==> src/hw/rtl/dkd_pkg.sv <==
`timescale 1ns / 1ps

package dkd_pkg;

    localparam int SYMBOL_COUNT = 9;
    localparam int SYM_W        = 4;
    localparam int ORDER_W      = SYM_W * SYMBOL_COUNT;
    localparam int IDX_W        = $clog2(SYMBOL_COUNT);
    localparam int PAIR_COUNT   = SYMBOL_COUNT * (SYMBOL_COUNT - 1) / 2;
    localparam int CNT_W        = $clog2(PAIR_COUNT + 1);
    localparam int DIST_W       = 6;
    localparam int LANES        = 2 * SYMBOL_COUNT;
    localparam int GROUP_SIZE   = 4;
    localparam int GROUPS       = (LANES + GROUP_SIZE - 1) / GROUP_SIZE;

    typedef logic [SYM_W-1:0]                  sym_t;
    typedef logic [IDX_W-1:0]                  idx_t;
    typedef logic [CNT_W-1:0]                  cnt_t;
    typedef logic [SYMBOL_COUNT-1:0][IDX_W-1:0] rank_vec_t;
    typedef logic [LANES-1:0][CNT_W-1:0]       cnt_vec_t;
    typedef logic [GROUPS-1:0][CNT_W-1:0]      grp_vec_t;

    typedef struct packed {
        logic valid;
        logic bad;
    } stage_ctl_t;

endpackage

==> src/hw/rtl/dkd_pair_if.sv <==
`timescale 1ns / 1ps

interface dkd_pair_if;
    import dkd_pkg::*;

    logic               valid;
    logic               ready;
    logic [ORDER_W-1:0] first_order;
    logic [ORDER_W-1:0] second_order;

    modport source (output valid, output first_order, output second_order, input ready);
    modport sink   (input valid, input first_order, input second_order, output ready);
endinterface

==> src/hw/rtl/dkd_score_if.sv <==
`timescale 1ns / 1ps

interface dkd_score_if;
    import dkd_pkg::*;

    logic              valid;
    logic              ready;
    logic [DIST_W-1:0] distance;
    logic              not_permutation;

    modport source (output valid, output distance, output not_permutation, input ready);
    modport sink   (input valid, input distance, input not_permutation, output ready);
endinterface

==> src/hw/rtl/dkd_rank.sv <==
`timescale 1ns / 1ps

module dkd_rank (
    input  logic                         clk,
    input  logic                         en,
    input  logic [dkd_pkg::ORDER_W-1:0]  first_order,
    input  logic [dkd_pkg::ORDER_W-1:0]  second_order,
    output dkd_pkg::rank_vec_t           rank_reg,
    output logic                         bad
);
    import dkd_pkg::*;

    rank_vec_t                 rank_next;
    logic [SYMBOL_COUNT-1:0]   found_a;
    logic [SYMBOL_COUNT-1:0]   found_b;

    // Every symbol present among N nibbles means the word is a permutation.
    always_comb
    begin
        for (int s = 0; s < SYMBOL_COUNT; s++)
        begin
            found_a[s] = 1'b0;
            found_b[s] = 1'b0;
            for (int k = 0; k < SYMBOL_COUNT; k++)
            begin
                if (first_order[SYM_W*k +: SYM_W] == SYM_W'(s + 1))
                begin
                    found_a[s] = 1'b1;
                end
                if (second_order[SYM_W*k +: SYM_W] == SYM_W'(s + 1))
                begin
                    found_b[s] = 1'b1;
                end
            end
        end
        bad = !(&found_a) || !(&found_b);
    end

    // Position in the first ordering of each element of the second.
    always_comb
    begin
        for (int j = 0; j < SYMBOL_COUNT; j++)
        begin
            rank_next[j] = '0;
            for (int k = 0; k < SYMBOL_COUNT; k++)
            begin
                if (second_order[SYM_W*j +: SYM_W] == first_order[SYM_W*k +: SYM_W])
                begin
                    rank_next[j] = rank_next[j] | IDX_W'(k);
                end
            end
        end
    end

    always_ff @(posedge clk)
    begin
        if (en)
        begin
            rank_reg <= rank_next;
        end
    end

endmodule

==> src/hw/rtl/dkd_lane.sv <==
`timescale 1ns / 1ps

module dkd_lane (
    input  logic               clk,
    input  logic               en,
    input  dkd_pkg::rank_vec_t rank,
    input  dkd_pkg::idx_t      shift,
    input  logic               rev,
    output dkd_pkg::cnt_t      count_reg
);
    import dkd_pkg::*;

    rank_vec_t      seq;
    cnt_t           count_next;
    logic [IDX_W:0] src;

    // Rotate, and reverse if asked, the rank sequence.
    always_comb
    begin
        src = '0;
        for (int k = 0; k < SYMBOL_COUNT; k++)
        begin
            src = (IDX_W+1)'(k) + {1'b0, shift};
            if (src >= (IDX_W+1)'(SYMBOL_COUNT))
            begin
                src = src - (IDX_W+1)'(SYMBOL_COUNT);
            end
            if (rev)
            begin
                src = (IDX_W+1)'(SYMBOL_COUNT - 1) - src;
            end
            seq[k] = rank[src[IDX_W-1:0]];
        end
    end

    // Count out-of-order pairs.
    always_comb
    begin
        count_next = '0;
        for (int i = 0; i < SYMBOL_COUNT; i++)
        begin
            for (int j = i + 1; j < SYMBOL_COUNT; j++)
            begin
                count_next = count_next + CNT_W'(seq[i] > seq[j]);
            end
        end
    end

    always_ff @(posedge clk)
    begin
        if (en)
        begin
            count_reg <= count_next;
        end
    end

endmodule

==> src/hw/rtl/dkd_merge.sv <==
`timescale 1ns / 1ps

module dkd_merge (
    input  logic              clk,
    input  logic              en,
    input  dkd_pkg::cnt_vec_t counts,
    output dkd_pkg::cnt_t     best
);
    import dkd_pkg::*;

    grp_vec_t grp_next;
    grp_vec_t grp_reg;

    // First level: minimum within each group of lanes.
    always_comb
    begin
        for (int g = 0; g < GROUPS; g++)
        begin
            grp_next[g] = '1;
            for (int j = 0; j < GROUP_SIZE; j++)
            begin
                if (g * GROUP_SIZE + j < LANES)
                begin
                    if (counts[g * GROUP_SIZE + j] < grp_next[g])
                    begin
                        grp_next[g] = counts[g * GROUP_SIZE + j];
                    end
                end
            end
        end
    end

    always_ff @(posedge clk)
    begin
        if (en)
        begin
            grp_reg <= grp_next;
        end
    end

    // Second level: minimum over the groups.
    always_comb
    begin
        best = '1;
        for (int g = 0; g < GROUPS; g++)
        begin
            if (grp_reg[g] < best)
            begin
                best = grp_reg[g];
            end
        end
    end

endmodule

==> src/hw/rtl/dihedral_kendall_distance_unit.sv <==
`timescale 1ns / 1ps

// Minimum Kendall tau distance between a reference ordering and every rotation
// and reversed rotation of a second ordering. One pair is taken per clock while
// the output is not stalled. The pipeline has four register stages: a rank
// lookup stage, one inversion-count lane per rotation/reversal (2*SYMBOL_COUNT
// lanes running in parallel), the registered first level of a two-level minimum
// tree, and the output register. The whole pipeline advances together and
// holds while a result waits on the output side, so throughput is one pair per
// cycle whenever the consumer takes beats as they come. Inputs that are not
// permutations of 1..SYMBOL_COUNT give not_permutation set and a distance of
// zero; nibbles above the packed elements are ignored.

module dihedral_kendall_distance_unit (
    input  logic        clk,
    input  logic        rst_n,
    dkd_pair_if.sink    pair,
    dkd_score_if.source score
);
    import dkd_pkg::*;

    logic              en;
    logic              take;
    logic              bad;
    rank_vec_t         rank;
    cnt_vec_t          counts;
    cnt_t              best;

    stage_ctl_t        s1_ctl_reg;
    stage_ctl_t        s2_ctl_reg;
    stage_ctl_t        s3_ctl_reg;
    logic              score_valid_reg;
    logic [DIST_W-1:0] dist_reg;
    logic              np_reg;

    // Advance every stage unless a finished beat is stuck at the output.
    assign en         = !score_valid_reg || score.ready;
    assign take       = pair.valid && en;
    assign pair.ready = en;

    // Stage 1: validity check and rank of each second-ordering element.
    dkd_rank u_rank (
        .clk          (clk),
        .en           (en),
        .first_order  (pair.first_order),
        .second_order (pair.second_order),
        .rank_reg     (rank),
        .bad          (bad)
    );

    // Stage 2: one lane per rotation; the upper half works on the reversal.
    for (genvar i = 0; i < LANES; i++)
    begin : g_lane
        dkd_lane u_lane (
            .clk       (clk),
            .en        (en),
            .rank      (rank),
            .shift     (IDX_W'(i % SYMBOL_COUNT)),
            .rev       (i >= SYMBOL_COUNT),
            .count_reg (counts[i])
        );
    end

    // Stage 3 and the final minimum feeding the output register.
    dkd_merge u_merge (
        .clk    (clk),
        .en     (en),
        .counts (counts),
        .best   (best)
    );

    // Control pipeline: valid and the not-a-permutation flag travel alongside.
    always_ff @(posedge clk or negedge rst_n)
    begin
        if (!rst_n)
        begin
            s1_ctl_reg      <= '0;
            s2_ctl_reg      <= '0;
            s3_ctl_reg      <= '0;
            score_valid_reg <= 1'b0;
        end
        else if (en)
        begin
            s1_ctl_reg      <= '{valid: take, bad: bad};
            s2_ctl_reg      <= s1_ctl_reg;
            s3_ctl_reg      <= s2_ctl_reg;
            score_valid_reg <= s3_ctl_reg.valid;
        end
    end

    // Output payload: drop the distance to zero for a bad pair, and keep
    // the low bits of the count otherwise.
    always_ff @(posedge clk)
    begin
        if (en)
        begin
            dist_reg <= s3_ctl_reg.bad ? '0 : DIST_W'(best);
            np_reg   <= s3_ctl_reg.bad;
        end
    end

    assign score.valid           = score_valid_reg;
    assign score.distance        = dist_reg;
    assign score.not_permutation = np_reg;

    // A flagged result always carries a zero distance.
    a_bad_zero : assert property (@(posedge clk) disable iff (!rst_n)
        (score.valid && score.not_permutation) |-> (score.distance == '0))
        else $error("flagged result with non-zero distance");

    // A beat in the last stage is never lost while the output stalls.
    a_hold_s3 : assert property (@(posedge clk) disable iff (!rst_n)
        (s3_ctl_reg.valid && !en) |=> s3_ctl_reg.valid)
        else $error("beat dropped from merge stage during stall");

    // A new output beat only comes from a valid merge stage.
    a_out_src : assert property (@(posedge clk) disable iff (!rst_n)
        $rose(score_valid_reg) |-> $past(s3_ctl_reg.valid))
        else $error("output valid raised without a beat in the merge stage");

endmodule
==> src/flat_wrapper.sv <==
// flat-port wrapper written by rule: the top's interface ports become plain ports
module dihedral_kendall_distance_unit_flat import dkd_pkg::*;
  (clk, rst_n, pair_valid, pair_first_order, pair_second_order, pair_ready, score_valid, score_distance, score_not_permutation, score_ready);
  dkd_pair_if pair_i ();
  dkd_score_if score_i ();
  input  logic clk;
  input  logic rst_n;
  input wire logic [$bits(pair_i.valid)-1:0] pair_valid;
  input wire logic [$bits(pair_i.first_order)-1:0] pair_first_order;
  input wire logic [$bits(pair_i.second_order)-1:0] pair_second_order;
  output wire logic [$bits(pair_i.ready)-1:0] pair_ready;
  output wire logic [$bits(score_i.valid)-1:0] score_valid;
  output wire logic [$bits(score_i.distance)-1:0] score_distance;
  output wire logic [$bits(score_i.not_permutation)-1:0] score_not_permutation;
  input wire logic [$bits(score_i.ready)-1:0] score_ready;
  assign pair_i.valid = pair_valid;
  assign pair_i.first_order = pair_first_order;
  assign pair_i.second_order = pair_second_order;
  assign pair_ready = pair_i.ready;
  assign score_valid = score_i.valid;
  assign score_distance = score_i.distance;
  assign score_not_permutation = score_i.not_permutation;
  assign score_i.ready = score_ready;
  dihedral_kendall_distance_unit u_core (.clk(clk), .rst_n(rst_n), .pair(pair_i), .score(score_i));
endmodule
==> config.mk <==
export PLATFORM = sky130hd
export DESIGN_NAME = dihedral_kendall_distance_unit_flat
export DESIGN_NICKNAME = d
export VERILOG_FILES = /design/src/hw/rtl/dkd_pkg.sv /design/src/hw/rtl/dkd_pair_if.sv /design/src/hw/rtl/dkd_score_if.sv /design/src/hw/rtl/dkd_rank.sv /design/src/hw/rtl/dkd_lane.sv /design/src/hw/rtl/dkd_merge.sv /design/src/hw/rtl/dihedral_kendall_distance_unit.sv /design/src/flat_wrapper.sv
export SDC_FILE = /design/constraint.sdc
export NUM_CORES = 2
export LEC_CHECK = 0
export BUFFER_PORTS_ARGS = -buffer_cell sky130_fd_sc_hd__buf_2
export CAP_MARGIN = 20
export CORE_ASPECT_RATIO = 1.75
export CORE_MARGIN = 2
export CORE_UTILIZATION = 45
export DETAILED_ROUTE_END_ITERATION = 16
export GPL_TIMING_DRIVEN = 1
export PLACE_DENSITY = 0.69
export SLEW_MARGIN = 20
export SYNTH_ARGS = -nofsm -noshare
export SYNTH_HDL_FRONTEND = slang
export SYNTH_SLANG_ARGS = --single-unit
==> constraint.sdc <==
create_clock -name clk -period 7.8 [get_ports clk]
set_input_delay 1.56 -clock clk [delete_from_list [all_inputs] [get_ports clk]]
set_output_delay 1.56 -clock clk [all_outputs]
set_load 0.03 [all_outputs]
=== Yosys cells after proc, flatten, opt, wreduce, memory -nomap -nowiden ===
Index checks and enable logic that the tools add are counted.

* Output and inout port bits: 9
* Bits in latches: 0
* Logic and storage cells: 1265
* Memories: 0
* Bits in registers: 188
* Bits in read-only memories: 0
* Memory bits (writable): 0

* $lt $le $gt $ge: 95
* Add/subtract/negate cells: 630
* Multiplexer cells: 248
* Bitwise gates (word level): 0
* Shift operators: 0
* Divide/modulo/power cells: 0
* Equality and inequality tests: 234
* $mul: 0
* Reduce and logical (&&, ||, !) cells: 8

{| class="wikitable"
|+ Operators by type and width
! cell !! number
|-
| $add A6 B1 Y6 || 540
|-
| $eq A4 B3 Y1 const B || 72
|-
| $eq A4 B4 Y1 || 72
|-
| $gt A4 B4 Y1 || 72
|-
| $mux W1 || 171
|-
| $eq A4 B2 Y1 const B || 36
|-
| $eq A4 B4 Y1 const B || 36
|-
| $mux W6 || 23
|-
| $add A5 B1 Y6 || 18
|-
| $mux W3 || 36
|-
| $lt A6 B6 Y1 || 17
|-
| $add A4 B1 Y5 || 18
|-
| $add A3 B1 Y4 || 18
|-
| $eq A4 B1 Y1 const B || 18
|-
| $add A2 B1 Y3 || 18
|-
| $add A1 B1 Y2 || 18
|-
| $lt A6 B6 Y1 const B || 6
|-
| $mux W2 || 18
|-
| $reduce_and A9 Y1 || 2
|-
| $logic_not A1 Y1 || 3
|-
| $logic_or A1 B1 Y1 || 2
|-
| $logic_and A1 B1 Y1 || 1
|}

=== Depth between registers and ports, before layout ===
* Depth in word-level cells: 36
* Gate-level depth with buffers: 28

=== By module ===
Synthesis repeated with hierarchy kept, for this count alone.

* Cell total of the unflattened synthesis: 19059
* Area, all modules: 175608.4 um^2

{| class="wikitable"
|+ Modules (own cells, without submodules)
! module !! cells each !! times used !! area each (um^2) !! seq. area each (um^2)
|-
| dkd_lane at u_core.g_lane[0].u_lane ... || 995 || 7 || 9151.3 || 180.2
|-
| dkd_lane at u_core.g_lane[15].u_lane ... || 968 || 7 || 9073.7 || 180.2
|-
| dkd_lane at u_core.g_lane[14].u_lane ... || 994 || 2 || 9127.5 || 180.2
|-
| dkd_lane at u_core.g_lane[9].u_lane || 996 || 1 || 9183.8 || 180.2
|-
| dkd_lane at u_core.g_lane[1].u_lane || 966 || 1 || 8730.9 || 180.2
|-
| dkd_rank || 777 || 1 || 6571.3 || 1081.0
|-
| dkd_merge || 560 || 1 || 4740.8 || 900.9
|-
| dihedral_kendall_distance_unit || 31 || 1 || 551.8 || 385.4
|}

=== Worst setup path after synthesis ===
No wires, ideal clock.

* Path kind: input to register
* From: input port score_ready
* To: register u_core.g_lane[0].u_lane.count_reg[0] (enable)
* Path slack: 614 ps
* Arrival: 5468 ps
* Setup time: 1718 ps
* Stages on the path: 2
* Required time: 6082 ps
* Cells stage by stage: nor2b_1 > clkinv_1

* Word-level cells in the longest chain between the ends: 1

{| class="wikitable"
|+ Ends and longest elaborated chain
! item !! RTL line !! RTL
|-
| from (decl) || flat_wrapper.sv:15 || <nowiki>input wire logic [$bits(score_i.ready)-1:0] score_ready;</nowiki>
|-
| $logic_or A1 B1 Y1 || dihedral_kendall_distance_unit.sv:37 || <nowiki>assign en = !score_valid_reg || score.ready;</nowiki>
|-
| via pair_ready || flat_wrapper.sv:11 || <nowiki>output wire logic [$bits(pair_i.ready)-1:0] pair_ready;</nowiki>
|-
| to (signal assigned) || dkd_lane.sv:53 || <nowiki>count_reg <= count_next;</nowiki>
|-
| to (decl) || dkd_lane.sv:9 || <nowiki>output dkd_pkg::cnt_t count_reg</nowiki>
|}

The timed path passes the listed nets, and every way through them passes these cells.
A chain may end at the register's enable or synchronous reset.

=== Worst setup path in the final report ===
* From: register u_core.u_rank.rank_reg[1] (netlist name)
* To: register u_core.g_lane[13].u_lane.count_reg[4], data pin

* Word-level cells in the longest chain between the ends: 34

{| class="wikitable"
|+ Ends and longest elaborated chain
! item !! RTL line !! RTL
|-
| from (decl) || dkd_rank.sv:8 || <nowiki>output dkd_pkg::rank_vec_t rank_reg,</nowiki>
|-
| from (signal assigned) || dkd_rank.sv:59 || <nowiki>rank_reg <= rank_next;</nowiki>
|-
| $gt A4 B4 Y1 || dkd_lane.sv:44 || <nowiki>count_next = count_next + CNT_W'(seq[i] > seq[j]);</nowiki>
|-
| $add A3 B1 Y4 || dkd_lane.sv:44 ||
|-
| $add A4 B1 Y5 || dkd_lane.sv:44 ||
|-
| $add A5 B1 Y6 || dkd_lane.sv:44 ||
|-
| $add A6 B1 Y6 (23 in a row) || dkd_lane.sv:44 ||
|-
| $add A6 B1 Y6 * (7 in a row) || dkd_lane.sv:44 ||
|-
| via u_core.g_lane[13].u_lane.count_next[4] || dkd_lane.sv:14 || <nowiki>cnt_t count_next;</nowiki>
|-
| to (signal assigned) || dkd_lane.sv:53 ||
|-
| to (decl) || dkd_lane.sv:9 ||
|}

Mark *: on every way through the listed nets, which the timed path passes. The rest lies on a longest branch.

==> summary.txt <==
Placement
  – Placed cell count: 3907
  – HPWL after DPL: 75.7 mm
  – RePlAce Congestion: 1.10
  – IO buf count: 84

Die
  – Row count: 125
  – Die height: 347 µm
  – Starting Density: 0.455
  – Core ar.: 66300 µm²
  – Die span in x: 200 µm
  – # IOs: 85
  – Die ar.: 69200 µm²

Critical path
  – CP startpoint kind: flip-flop
  – Crit path cell chain: inv_1, ha_1, nor2b_1, o21ai_0, nand2b_1, a21oi_1, a41oi_1, fa_1, inv_1, fa_1, inv_1, fa_1, inv_1, fa_1, fa_1, fa_1, inv_1, ha_1, inv_1, fa_1, inv_1, a21o_1, a21oi_1, xor2_1
  – Worst-path fanout max: 8
  – Critical path's top delay family: adder cells
  – WP buf/inv: 7
  – Worst path max stage delay: 0.86 ns
  – Critical Path RT: 8.07 ns
  – Crit. End Element: flip-flop
  – WS Path Type: flip-flop to flip-flop
  – Slowest-stage cell, CP: fa_1
  – Crit path DAT: 7.54 ns

Run
  – Max Cap Viol: 0

Timing
  – Least-Margin Pin Slew: 1.11 ns
  – Final number of max-transition violations: 0
  – Fin. Hold Viols: 0
  – Total negative slack: 0 ns
  – Setup-failing EPs final: 0
  – Unrepaired setup endpoints after global routing: no
  – Final worst path period need: 7.28 ns
  – Fin Hold WS: 0.464 ns
  – Fmax achieved: 0.137 GHz
  – Rel. slew slack: 0.261
  – Final period util: 0.933
  – Skew final: 0.0184 ns

Final layout
  – Most common cell after layout, fill and taps aside: inv_1
  – Non-Filler Instances: 3939
  – Max reg flops: 108
  – P&R area growth vs syn: 6.79%
  – # diodes: 0
  – Most frequent cells in the layout: 631 x inv_1, 408 x fa_1, 350 x ha_1
  – Layout cells sized above 1: 0.0603
  – Register area: 5610 µm²
  – Fillers: 6319
  – Area of the multi-input gates: 21900 µm²
  – Final nets: 3871

GRT
  – Total GRT Usage: 0.274
  – Largest net degree at the start of global routing: 79
  – Total grt overflow: 0
  – Vias in the first global route: 23403
  – Initial antenna violation count: 0
  – First-pass GRT wire length: 137 mm

Synthesis
  – Synthesized-area fraction occupied by adder cells: 0.416
  – Post-synthesis xor/xnor area fraction: 0.100
  – Synth cell types: 70
  – Post-Synth Simple-Gate Area: 0.0990
  – Synthesized netlist cell count: 2992
  – Largest family of logic cells by synthesized area: adder cells
  – Mapped Avg Cell Area: 10.1 µm²
  – Yosys warns: 0
  – #FFs+latches synth: 188
  – Cell area after synthesis: 30200 µm²
  – EDFF count, synth: 181
  – Seq/Total Area, Yosys: 0.186
  – Syn nets: 3826
  – Ys async rst share: 0.0372
  – Post-synthesis compound-gate area fraction: 0.0846
  – Multiplexer area fraction after synthesis: 0.0250
  – Most used DFF post-synth: edfxtp_1

CTS
  – Clock sink count: 188
  – CTS tree: yes
  – Post-CTS Setup Bufs: 0
  – Clk root buf: clkbuf_16
  – TritonCTS Buffers: 17
  – CTS hold repair buffers: 0
  – Worst-path clk slew: 0.09 ns
  – Clock Latency Late Sink: 0.51 ns
  – Cts repair resizes: 0
  – CTS HTree Levels: 4
  – Bufs on Longest Clock Path: 2

Detailed routing
  – Iteration count of the initial detailed-routing pass: 6
  – WL per Instance: 23.0 µm
  – Via density: 5.53
  – DR iter-0 viols: 1080
  – Drc violations: 0
  – Routed via count: 21796
  – Final WL: 90.8 mm
  – ANT nets after route: 0

Status
  – Status: finished, final reports clean

Hold path
  – Hold Path Class: flip-flop to flip-flop
-- Yosys cell counts, drive strengths merged (8+ instances only) --
| cell type | count | share of area |
|---|---|---|
| nor4 | 37 | 0.0079 |
| xnor2 | 253 | 0.073 |
| a21o | 72 | 0.018 |
| nand4 | 60 | 0.012 |
| xor2 | 93 | 0.027 |
| nor3 | 57 | 0.0095 |
| nand2b | 98 | 0.020 |
| ha | 350 | 0.15 |
| a41oi | 23 | 0.0067 |
| or3 | 9 | 0.0019 |
| nor2 | 59 | 0.0073 |
| edfxtp | 181 | 0.18 |
| o22ai | 19 | 0.0039 |
| nor2b | 58 | 0.012 |
| mux2i | 53 | 0.018 |
| fa | 408 | 0.27 |
| clkbuf | 19 | 0.0024 |
| a41o | 15 | 0.0050 |
| nor3b | 12 | 0.0030 |
| a31oi | 10 | 0.0021 |
| o21a | 10 | 0.0027 |
| a21oi | 99 | 0.016 |
| inv | 631 | 0.078 |
| nand4b | 8 | 0.0023 |
| o21ai | 73 | 0.012 |
| o311ai | 9 | 0.0026 |
| buf | 65 | 0.0084 |
| nand2 | 69 | 0.0086 |
| mux2 | 20 | 0.0075 |
| nor4b | 13 | 0.0038 |
| nand3 | 32 | 0.0053 |
-- worst paths after layout --
path                                                              start                                         endpoint  slack, ns  cells past startpoint
min in group asynchronous                                         rst_n                 u_core.s3_ctl_reg[0]$_DFFE_PN0N_       0.87                      1
worst min-delay path                   u_core.s3_ctl_reg[1]$_DFFE_PN0N_                 u_core.s3_ctl_reg[1]$_DFFE_PN0N_       0.46                      2
worst max register to register  u_core.u_rank.rank_reg[1]$_SDFFCE_PP1N_  u_core.g_lane[13].u_lane.count_reg[4]$_DFFE_PN_       0.52                     24
max in group asynchronous                                         rst_n                 u_core.s2_ctl_reg[1]$_DFFE_PN0N_       6.78                      1
worst max-delay path            u_core.u_rank.rank_reg[1]$_SDFFCE_PP1N_  u_core.g_lane[13].u_lane.count_reg[4]$_DFFE_PN_       0.52                     24
worst min register to register         u_core.s3_ctl_reg[1]$_DFFE_PN0N_                 u_core.s3_ctl_reg[1]$_DFFE_PN0N_       0.46                      2
-- cell families (layout without fill, tap and decap cells) --
group,Yosys count,count (layout)
adders and majority gates,758,758
AOI/OAI and AO/OA,381,381
DFF,188,188
xor gates and xnor gates,346,346
buffers and inverters,716,774
and+or+nand+nor,530,530
muxes,73,73
-- layout make-up --
cell class                 count  share of cell area
timing repair buffer         110              0.0191
tap                          889              0.0345
inverter                     632              0.0738
sequential                   188               0.174
clock buffer                  17              0.0132
multi-input combinational   2088               0.679
clock inverter                15             0.00637
-- worst min-delay path, cell delays in order, from the launching register on --
cell and delay, ns:
dfrtp_1 0.35, nand2_1 0.05, nand2_1 0.04
-- routing by layer --
metal	GRT usage	vias to the layer above	wire (µm)
met3	0.0382	415	4140
met4	0.290	0	11600
met2	0.492	762	47100
li1	-	9982	-
met5	0	-	0
met1	0.250	10637	28000
-- per-stage QoR --
step / utilization / worst slack (ns) / area, µm²
floorplan: - / 0.614 / 30200
detailed placement: 0.477 / 0.657 / 31600
global placement: 0.477 / 0.817 / 31600
CTS: 0.486 / 0.635 / 32200
finish: 0.486 / 0.523 / 32200
global route: 0.486 / 0.283 / 32200
Power is not shown: default switching activity piles up to over one toggle a cycle in this logic, so the estimate is an artifact.
